[config.mk]
export PLATFORM = sky130hd
export DESIGN_NAME = rgb_to_hls_converter
export DESIGN_NICKNAME = d
export VERILOG_FILES = /design/src/design/rgbhls_pkg.sv /design/src/design/rgb_to_hls_converter.sv
export VERILOG_INCLUDE_DIRS = /design/src /design/src/design
export SDC_FILE = /design/constraint.sdc
export NUM_CORES = 2
export LEC_CHECK = 0
export BUFFER_PORTS_ARGS = -buffer_cell sky130_fd_sc_hd__buf_2
export CAP_MARGIN = 20
export CORE_MARGIN = 1
export CORE_UTILIZATION = 45
export CTS_CLUSTER_DIAMETER = 200
export DETAILED_ROUTE_END_ITERATION = 7
export GPL_ROUTABILITY_DRIVEN = 0
export SLEW_MARGIN = 20
export SYNTH_ARGS = -nofsm -noshare
export SYNTH_HDL_FRONTEND = slang
export SYNTH_SLANG_ARGS = --single-unit
[constraint.sdc]
create_clock -name i_clk -period 7 [get_ports i_clk]
set_input_delay 1.4 -clock i_clk [delete_from_list [all_inputs] [get_ports i_clk]]
set_output_delay 1.4 -clock i_clk [all_outputs]
set_load 0.02 [all_outputs]
[src/design/rgb_to_hls_converter_defines.svh]
// Assertion macros for the RGB to HLS converter.
`ifndef RGB_TO_HLS_CONVERTER_DEFINES_SVH
`define RGB_TO_HLS_CONVERTER_DEFINES_SVH

`ifndef SYNTHESIS
`define RHC_ASSERT(lbl, clk, rst_n, prop, msg) \
    lbl: assert property (@(posedge clk) disable iff (!rst_n) prop) else $error(msg);
`define RHC_ASSERT_ALWAYS(lbl, clk, prop, msg) \
    lbl: assert property (@(posedge clk) prop) else $error(msg);
`else
`define RHC_ASSERT(lbl, clk, rst_n, prop, msg)
`define RHC_ASSERT_ALWAYS(lbl, clk, prop, msg)
`endif

`endif

[src/design/rgbhls_pkg.sv]
package rgbhls_pkg;

    localparam int PIX_W      = 8;
    localparam int SUM_W      = 9;
    localparam int QUO_W      = 13;
    localparam int NUM_W      = 21;
    localparam int DIFF_W     = 9;
    localparam int SIX_W      = 12;
    localparam int PROD_W     = 23;
    localparam int SAT_FRAC_W = 12;

    localparam int HUE_SEXTANT = 960;
    localparam int HUE_TURN    = 5760;
    localparam int SAT_ONE     = 4096;
    localparam int SUM_HALF    = 255;
    localparam int SUM_FULL    = 510;

    // request accepted to strobe, in clock edges
    localparam int LATENCY = 17;

    typedef struct packed {
        logic [PIX_W-1:0] red_in;
        logic [PIX_W-1:0] green_in;
        logic [PIX_W-1:0] blue_in;
    } t_pixel;

    typedef struct packed {
        logic [QUO_W-1:0] hue_out;
        logic [SUM_W-1:0] light_sum;
        logic [QUO_W-1:0] sat_out;
    } t_hls;

    typedef enum logic [1:0] {
        MAX_RED,
        MAX_GREEN,
        MAX_BLUE
    } t_max_sel;

endpackage

[src/design/rgb_to_hls_converter.sv]
// RGB to HLS converter, fully pipelined: two restoring dividers, one quotient bit per stage.
// A request passes the stage-1, stage-2 and divider-head registers, then the divider stages and the output register.
// Throughput: one pixel per clock; busy is low whenever reset is released.
// Reset (i_rst_n, synchronous, active low) drops every request in flight; busy is high in reset.
// The receiver cannot stall: o_valid marks each result for exactly one cycle.
`include "rgb_to_hls_converter_defines.svh"

module rgb_to_hls_converter (
    input  logic                  i_clk,
    input  logic                  i_rst_n,
    input  logic                  start,
    output logic                  busy,
    input  rgbhls_pkg::t_pixel    i_pixel,
    output logic                  o_valid,
    output rgbhls_pkg::t_hls      o_result
);

    typedef struct packed {
        logic                                valid;
        logic                                chroma;
        rgbhls_pkg::t_max_sel                sel;
        logic [rgbhls_pkg::SUM_W-1:0]        sum;
        logic [rgbhls_pkg::PIX_W-1:0]        delta;
        logic signed [rgbhls_pkg::DIFF_W-1:0] diff;
    } t_s1;

    typedef struct packed {
        logic                                valid;
        logic                                chroma;
        logic [rgbhls_pkg::SUM_W-1:0]        sum;
        logic [rgbhls_pkg::PIX_W-1:0]        delta;
        logic [rgbhls_pkg::PIX_W-1:0]        denom;
        logic signed [rgbhls_pkg::SIX_W-1:0] sixths;
    } t_s2;

    typedef struct packed {
        logic                                valid;
        logic                                chroma;
        logic [rgbhls_pkg::SUM_W-1:0]        sum;
        logic [rgbhls_pkg::PIX_W-1:0]        delta;
        logic [rgbhls_pkg::PIX_W-1:0]        denom;
        logic [rgbhls_pkg::NUM_W-1:0]        hue_rem;
        logic [rgbhls_pkg::QUO_W-1:0]        hue_q;
        logic [rgbhls_pkg::NUM_W-1:0]        sat_rem;
        logic [rgbhls_pkg::QUO_W-1:0]        sat_q;
    } t_div;

    t_s1  r_s1, n_s1;
    t_s2  r_s2, n_s2;
    t_div n_head;
    t_div r_div [0:rgbhls_pkg::QUO_W];
    t_div n_div [0:rgbhls_pkg::QUO_W];
    logic r_valid;
    rgbhls_pkg::t_hls r_result, n_result;

    logic accept;

    assign busy   = !i_rst_n;
    assign accept = start && !busy;

    // stage 1: max, min, sum, spread and the dominant channel
    always_comb begin
        logic [rgbhls_pkg::PIX_W-1:0] r, g, b, mx, mn;
        r = i_pixel.red_in;
        g = i_pixel.green_in;
        b = i_pixel.blue_in;
        n_s1 = '0;
        n_s1.valid = accept;
        if (r >= g && r >= b) begin
            n_s1.sel  = rgbhls_pkg::MAX_RED;
            mx        = r;
            n_s1.diff = $signed({1'b0, g}) - $signed({1'b0, b});
        end else if (g >= b) begin
            n_s1.sel  = rgbhls_pkg::MAX_GREEN;
            mx        = g;
            n_s1.diff = $signed({1'b0, b}) - $signed({1'b0, r});
        end else begin
            n_s1.sel  = rgbhls_pkg::MAX_BLUE;
            mx        = b;
            n_s1.diff = $signed({1'b0, r}) - $signed({1'b0, g});
        end
        mn = (r <= g) ? ((r <= b) ? r : b) : ((g <= b) ? g : b);
        n_s1.sum    = {1'b0, mx} + {1'b0, mn};
        n_s1.delta  = mx - mn;
        n_s1.chroma = (mx != mn);
    end

    // stage 2: saturation divisor and hue numerator in sextant units
    always_comb begin
        logic signed [rgbhls_pkg::SIX_W-1:0] base;
        n_s2 = '0;
        n_s2.valid  = r_s1.valid;
        n_s2.chroma = r_s1.chroma;
        n_s2.sum    = r_s1.sum;
        n_s2.delta  = r_s1.delta;
        if (r_s1.sum < rgbhls_pkg::SUM_W'(rgbhls_pkg::SUM_HALF)) begin
            n_s2.denom = r_s1.sum[rgbhls_pkg::PIX_W-1:0];
        end else begin
            n_s2.denom = rgbhls_pkg::PIX_W'(rgbhls_pkg::SUM_W'(rgbhls_pkg::SUM_FULL) - r_s1.sum);
        end
        case (r_s1.sel)
            rgbhls_pkg::MAX_GREEN: base = $signed(rgbhls_pkg::SIX_W'({r_s1.delta, 1'b0}));
            rgbhls_pkg::MAX_BLUE:  base = $signed(rgbhls_pkg::SIX_W'({r_s1.delta, 2'b00}));
            default:               base = '0;
        endcase
        n_s2.sixths = base + rgbhls_pkg::SIX_W'(r_s1.diff);
    end

    // stage 3: scale hue to sixteenths of a degree and wrap negative angles
    always_comb begin
        logic signed [rgbhls_pkg::PROD_W-1:0] prod;
        prod = (rgbhls_pkg::PROD_W'(r_s2.sixths) <<< 10)
             - (rgbhls_pkg::PROD_W'(r_s2.sixths) <<< 6);
        if (prod < 0) begin
            prod = prod + $signed(rgbhls_pkg::PROD_W'(r_s2.delta)
                                  * rgbhls_pkg::PROD_W'(rgbhls_pkg::HUE_TURN));
        end
        n_head = '0;
        n_head.valid   = r_s2.valid;
        n_head.chroma  = r_s2.chroma;
        n_head.sum     = r_s2.sum;
        n_head.delta   = r_s2.delta;
        n_head.denom   = r_s2.denom;
        n_head.hue_rem = prod[rgbhls_pkg::NUM_W-1:0];
        n_head.sat_rem = rgbhls_pkg::NUM_W'({r_s2.delta, {rgbhls_pkg::SAT_FRAC_W{1'b0}}});
    end

    // divider stages: one quotient bit each, most significant first
    always_comb begin
        logic [rgbhls_pkg::NUM_W-1:0] hue_dsh, sat_dsh;
        n_div[0] = n_head;
        for (int k = 0; k < rgbhls_pkg::QUO_W; k++) begin
            n_div[k+1] = r_div[k];
            hue_dsh = rgbhls_pkg::NUM_W'(r_div[k].delta) << (rgbhls_pkg::QUO_W - 1 - k);
            sat_dsh = rgbhls_pkg::NUM_W'(r_div[k].denom) << (rgbhls_pkg::QUO_W - 1 - k);
            if (r_div[k].hue_rem >= hue_dsh) begin
                n_div[k+1].hue_rem = r_div[k].hue_rem - hue_dsh;
                n_div[k+1].hue_q[rgbhls_pkg::QUO_W-1-k] = 1'b1;
            end
            if (r_div[k].sat_rem >= sat_dsh) begin
                n_div[k+1].sat_rem = r_div[k].sat_rem - sat_dsh;
                n_div[k+1].sat_q[rgbhls_pkg::QUO_W-1-k] = 1'b1;
            end
        end
    end

    // output: zero hue and saturation for gray pixels
    always_comb begin
        n_result.light_sum = r_div[rgbhls_pkg::QUO_W].sum;
        n_result.hue_out   = r_div[rgbhls_pkg::QUO_W].chroma ? r_div[rgbhls_pkg::QUO_W].hue_q : '0;
        n_result.sat_out   = r_div[rgbhls_pkg::QUO_W].chroma ? r_div[rgbhls_pkg::QUO_W].sat_q : '0;
    end

    always_ff @(posedge i_clk) begin
        if (!i_rst_n) begin
            r_s1.valid <= 1'b0;
            r_s2.valid <= 1'b0;
            for (int k = 0; k <= rgbhls_pkg::QUO_W; k++) begin
                r_div[k].valid <= 1'b0;
            end
            r_valid <= 1'b0;
        end else begin
            r_s1 <= n_s1;
            r_s2 <= n_s2;
            for (int k = 0; k <= rgbhls_pkg::QUO_W; k++) begin
                r_div[k] <= n_div[k];
            end
            r_valid <= r_div[rgbhls_pkg::QUO_W].valid;
        end
    end

    always_ff @(posedge i_clk) begin
        r_result <= n_result;
    end

    assign o_valid  = r_valid;
    assign o_result = r_result;

    `RHC_ASSERT(a_latency, i_clk, i_rst_n,
        accept |-> ##(rgbhls_pkg::LATENCY) o_valid, "request lost in pipeline")
    `RHC_ASSERT(a_range, i_clk, i_rst_n,
        o_valid |-> (o_result.hue_out < rgbhls_pkg::QUO_W'(rgbhls_pkg::HUE_TURN)
                     && o_result.sat_out <= rgbhls_pkg::QUO_W'(rgbhls_pkg::SAT_ONE)),
        "result out of range")
    `RHC_ASSERT(a_gray, i_clk, i_rst_n,
        (o_valid && o_result.sat_out == '0) |-> (o_result.hue_out == '0),
        "gray pixel with nonzero hue")
    `RHC_ASSERT(a_spread, i_clk, i_rst_n,
        (r_s1.valid && r_s1.chroma) |-> (r_s1.delta != '0 && r_s1.sum != '0),
        "chromatic pixel with zero divisor")
    `RHC_ASSERT_ALWAYS(a_busy_rst, i_clk, (!i_rst_n) |-> busy, "request taken in reset")

endmodule
==> metrics <==
largest net degree at the start of global routing=192; critical path required time=7.41 ns; fin crit period=5.245 ns; worst reg2reg startpoint=n_div[1261]; later-pin clock latency in the skew report=0.69 ns; I/O Buffers=63; Critical path buffers and inverters=2; CP max stage delay=0.64 ns; Final Hold Viols=0; Rows=120; Post-synth EDFFs=952; R2R Path End=r_div[0][67]; vias in the first global route=27820; Die Area=109700 sq um; #FFs+latches synth=1004; Seq/Total Area, Yosys=60.76%; Initial DRC Count=1295; Multi-input gate area=17510 sq um; Post-Syn Area=48770 sq um; total vias in the final route=27720; initial core utilization=45.49%; gr ovfl total=0; H-tree levels=3; CTS tree=yes; final WL=77570 microns; register share of total power=40.1%; P per Cell Area=414.7 nW/um^2; Top FF cell, synth=edfxtp_1; Worst-path clk slew=0.06 ns; CTS-repair resized insts=0; WHS=0.3390 ns; critical path's most frequent cell=a21oi_1; fmax=190.7 MHz; status=complete, no violations; DRT antenna net count=0; CP Data Arrival Time=5.66 ns; Net Count, Synth=4221; fillcell total=9279; Hold Path Stages=0; Ports=64; WHS Endpoint=o_result[19]; R2R depth=20; # hold bufs at CTS=0; CP delay by family, top=compound AO/OA/AOI/OAI gates; Reg area=29630 sq um; logic gate share of total power=35.0%; Residual DRC=0; crit-path max FO=10; area growth from synthesis to layout=11.64%; syn avg cell area=12.68 sq um; dominant cell type by area after synthesis=edfxtp_1; CP cell instances=buf_2 -> inv_1 -> ha_1 -> nor2b_1 -> o21ai_0 -> a21oi_1 -> o21ai_0 -> a21oi_1 -> o21bai_1 -> and2_0 -> a21boi_0 -> ha_1 -> o21ba_2 -> o21bai_1 -> a21oi_1 -> o21bai_1 -> a21oi_1 -> nor2_1 -> nor2_1 -> xor2_1; Syn Inst Count=3845; P_int=15.40 mW; FFs w/ async S/R, synth=0%; Die Height=331.2 microns; min-delay worst type=reg -> reg; Crit. End Element=flop; ant diodes=0; R2R setup slack=1.95 ns; clk_skew=0.03120 ns; Avg WL per Cell=14.15 microns; vias per std cell=5.059; clock network power share=24.9%; measured slew at the worst slew-check pin=1.106 ns; initial antenna violation count=0; RSZ-0062 raised after global routing=no; Synth area leaders=edfxtp_1 59%, ha_1 8.0%, inv_1 3.0%; CTS Sinks=1004; Net Switching=7.177 mW; Root Driver=clkbuf_16; final worst-path cycle share=74.93%; Net Sw Frac=31.79%; Post-CTS Setup Repair Bufs=0; Final HPWL DP=54900 microns; Max Cap Viol=0; final setup violation count=0; final slew viol count=0; Setup crit start kind=input port; GRT Util Overall=14.24%; first-pass GRT wire length=128400 microns; clk buf depth=3; Slew HR=26.30%; Setup Crit Path Kind=in -> reg; core area=107200 sq um; share of layout cells above drive strength 1=8.094%; Yosys cell types=73; Peak VDD IR=0.7010 mV; number of CTS-inserted buffers=106; die width=331.2 microns; first drt pass iteration count=5; leak pwr=21.06 nW; Setup TNS=0 ns; yosys warns=0; post-synth top area share=58.62%; HP Start=r_div[1][565]; Total Nets Final=4360; CP max-delay cell=a21boi_0
metal layers:
metal | track usage [%] | vias up | wire [microns]
met2 | 27.50 | 313 | 41620
met1 | 15.06 | 12990 | 30970
met5 | 0 | - | 0
met4 | 5.784 | 0 | 2530
met3 | 2.544 | 168 | 2452
li1 | - | 14260 | -
power by group through the flow:
stage	Combinational (mW)	Clock, mW	Sequential, mW
after floorplan	6.39	0	8.93
after global placement	7.81	0	9.17
after detailed placement	7.90	0	9.19
after CTS	7.97	5.82	9.07
after global routing	8.95	6.05	9.20
final	7.89	5.62	9.06
Yosys cell counts, drive strengths merged, types with 17 or more instances:
| library cell | number |
|---|---|
| and2 | 58 |
| o21a | 37 |
| xnor2 | 143 |
| nand2 | 246 |
| or3 | 21 |
| a31oi | 20 |
| a21o | 80 |
| nor4b | 19 |
| a21boi | 43 |
| nand3 | 41 |
| dfxtp | 52 |
| edfxtp | 952 |
| clkbuf | 40 |
| o21ai | 237 |
| mux2 | 58 |
| nor4 | 50 |
| nand2b | 47 |
| o31ai | 27 |
| ha | 311 |
| o21bai | 20 |
| mux2i | 28 |
| nor2 | 214 |
| nor2b | 72 |
| fa | 38 |
| nor3 | 72 |
| nand4 | 32 |
| a211oi | 22 |
| inv | 389 |
| or4 | 17 |
| xor2 | 156 |
| a21oi | 164 |
kinds of logic after synthesis:
kind of cell	count (synthesis)	synth area share [%]
AOI/OAI and AO/OA	720	9.160
xor gates and xnor gates	299	5.370
adders and majority gates	349	9.539
buffers and inverters	437	3.392
DFF	1004	60.76
muxes	86	1.914
other	1	0.007690
and+or+nand+nor	949	9.860
area by class of cell:
| type | instances | area share, % |
|---|---|---|
| Sequential cell | 1004 | 54.42 |
| Multi-Input combinational cell | 2404 | 32.16 |
| Clock buffer | 129 | 5.123 |
| Tap cell | 1403 | 3.224 |
| Inverter | 389 | 2.682 |
| Clock inverter | 72 | 1.450 |
| Timing Repair Buffer | 79 | 0.9331 |
state kept, by name, summed over array words and instances, names as in the netlist, named ones only:
name	count
r_div	901
o_result	35
n_div	25
n_s2	18
r_s2	12
r_s1	11
o_valid	1
worst max-delay path by stage:
stage / startpoint / to / depth (start not counted)
3_3_place_gp: i_pixel[9] / n_s2[27] / 20
2_1_floorplan: i_pixel[6] / n_s2[27] / 18
3_5_place_dp: i_pixel[9] / n_s2[27] / 20
6_report: i_pixel[9] / n_s2[27] / 20
4_1_cts: i_pixel[9] / n_s2[27] / 20
5_1_grt: i_pixel[9] / n_s2[27] / 20
metrics by stage:
stage	power [mW]	instances	setup slack, ns	area [sq um]	utilization (%)
5_1_grt	24.20	5480	1.432	54440	50.78
2_1_floorplan	15.33	3845	1.740	48770	-
4_1_cts	22.86	5480	1.790	54440	50.78
3_3_place_gp	16.98	5279	1.154	50860	47.44
6_report	22.58	5480	1.755	54440	50.78
3_5_place_dp	17.09	5279	1.078	50860	47.44
cell usage in the layout, fill, tap and decap left out, types with 50 or more instances in the layout:
master	instances
clkbuf_16	106
and2_1	57
ha_1	311
xor2_1	156
nor2b_1	72
mux2_2	58
inv_1	388
a21oi_1	162
a21o_1	80
dfxtp_1	52
buf_2	62
nor4_1	50
edfxtp_1	952
xnor2_1	143
o21ai_0	233
nor3_1	71
nor2_1	214
nand2_1	246
Note: power is estimated with default switching activity, not from simulation.
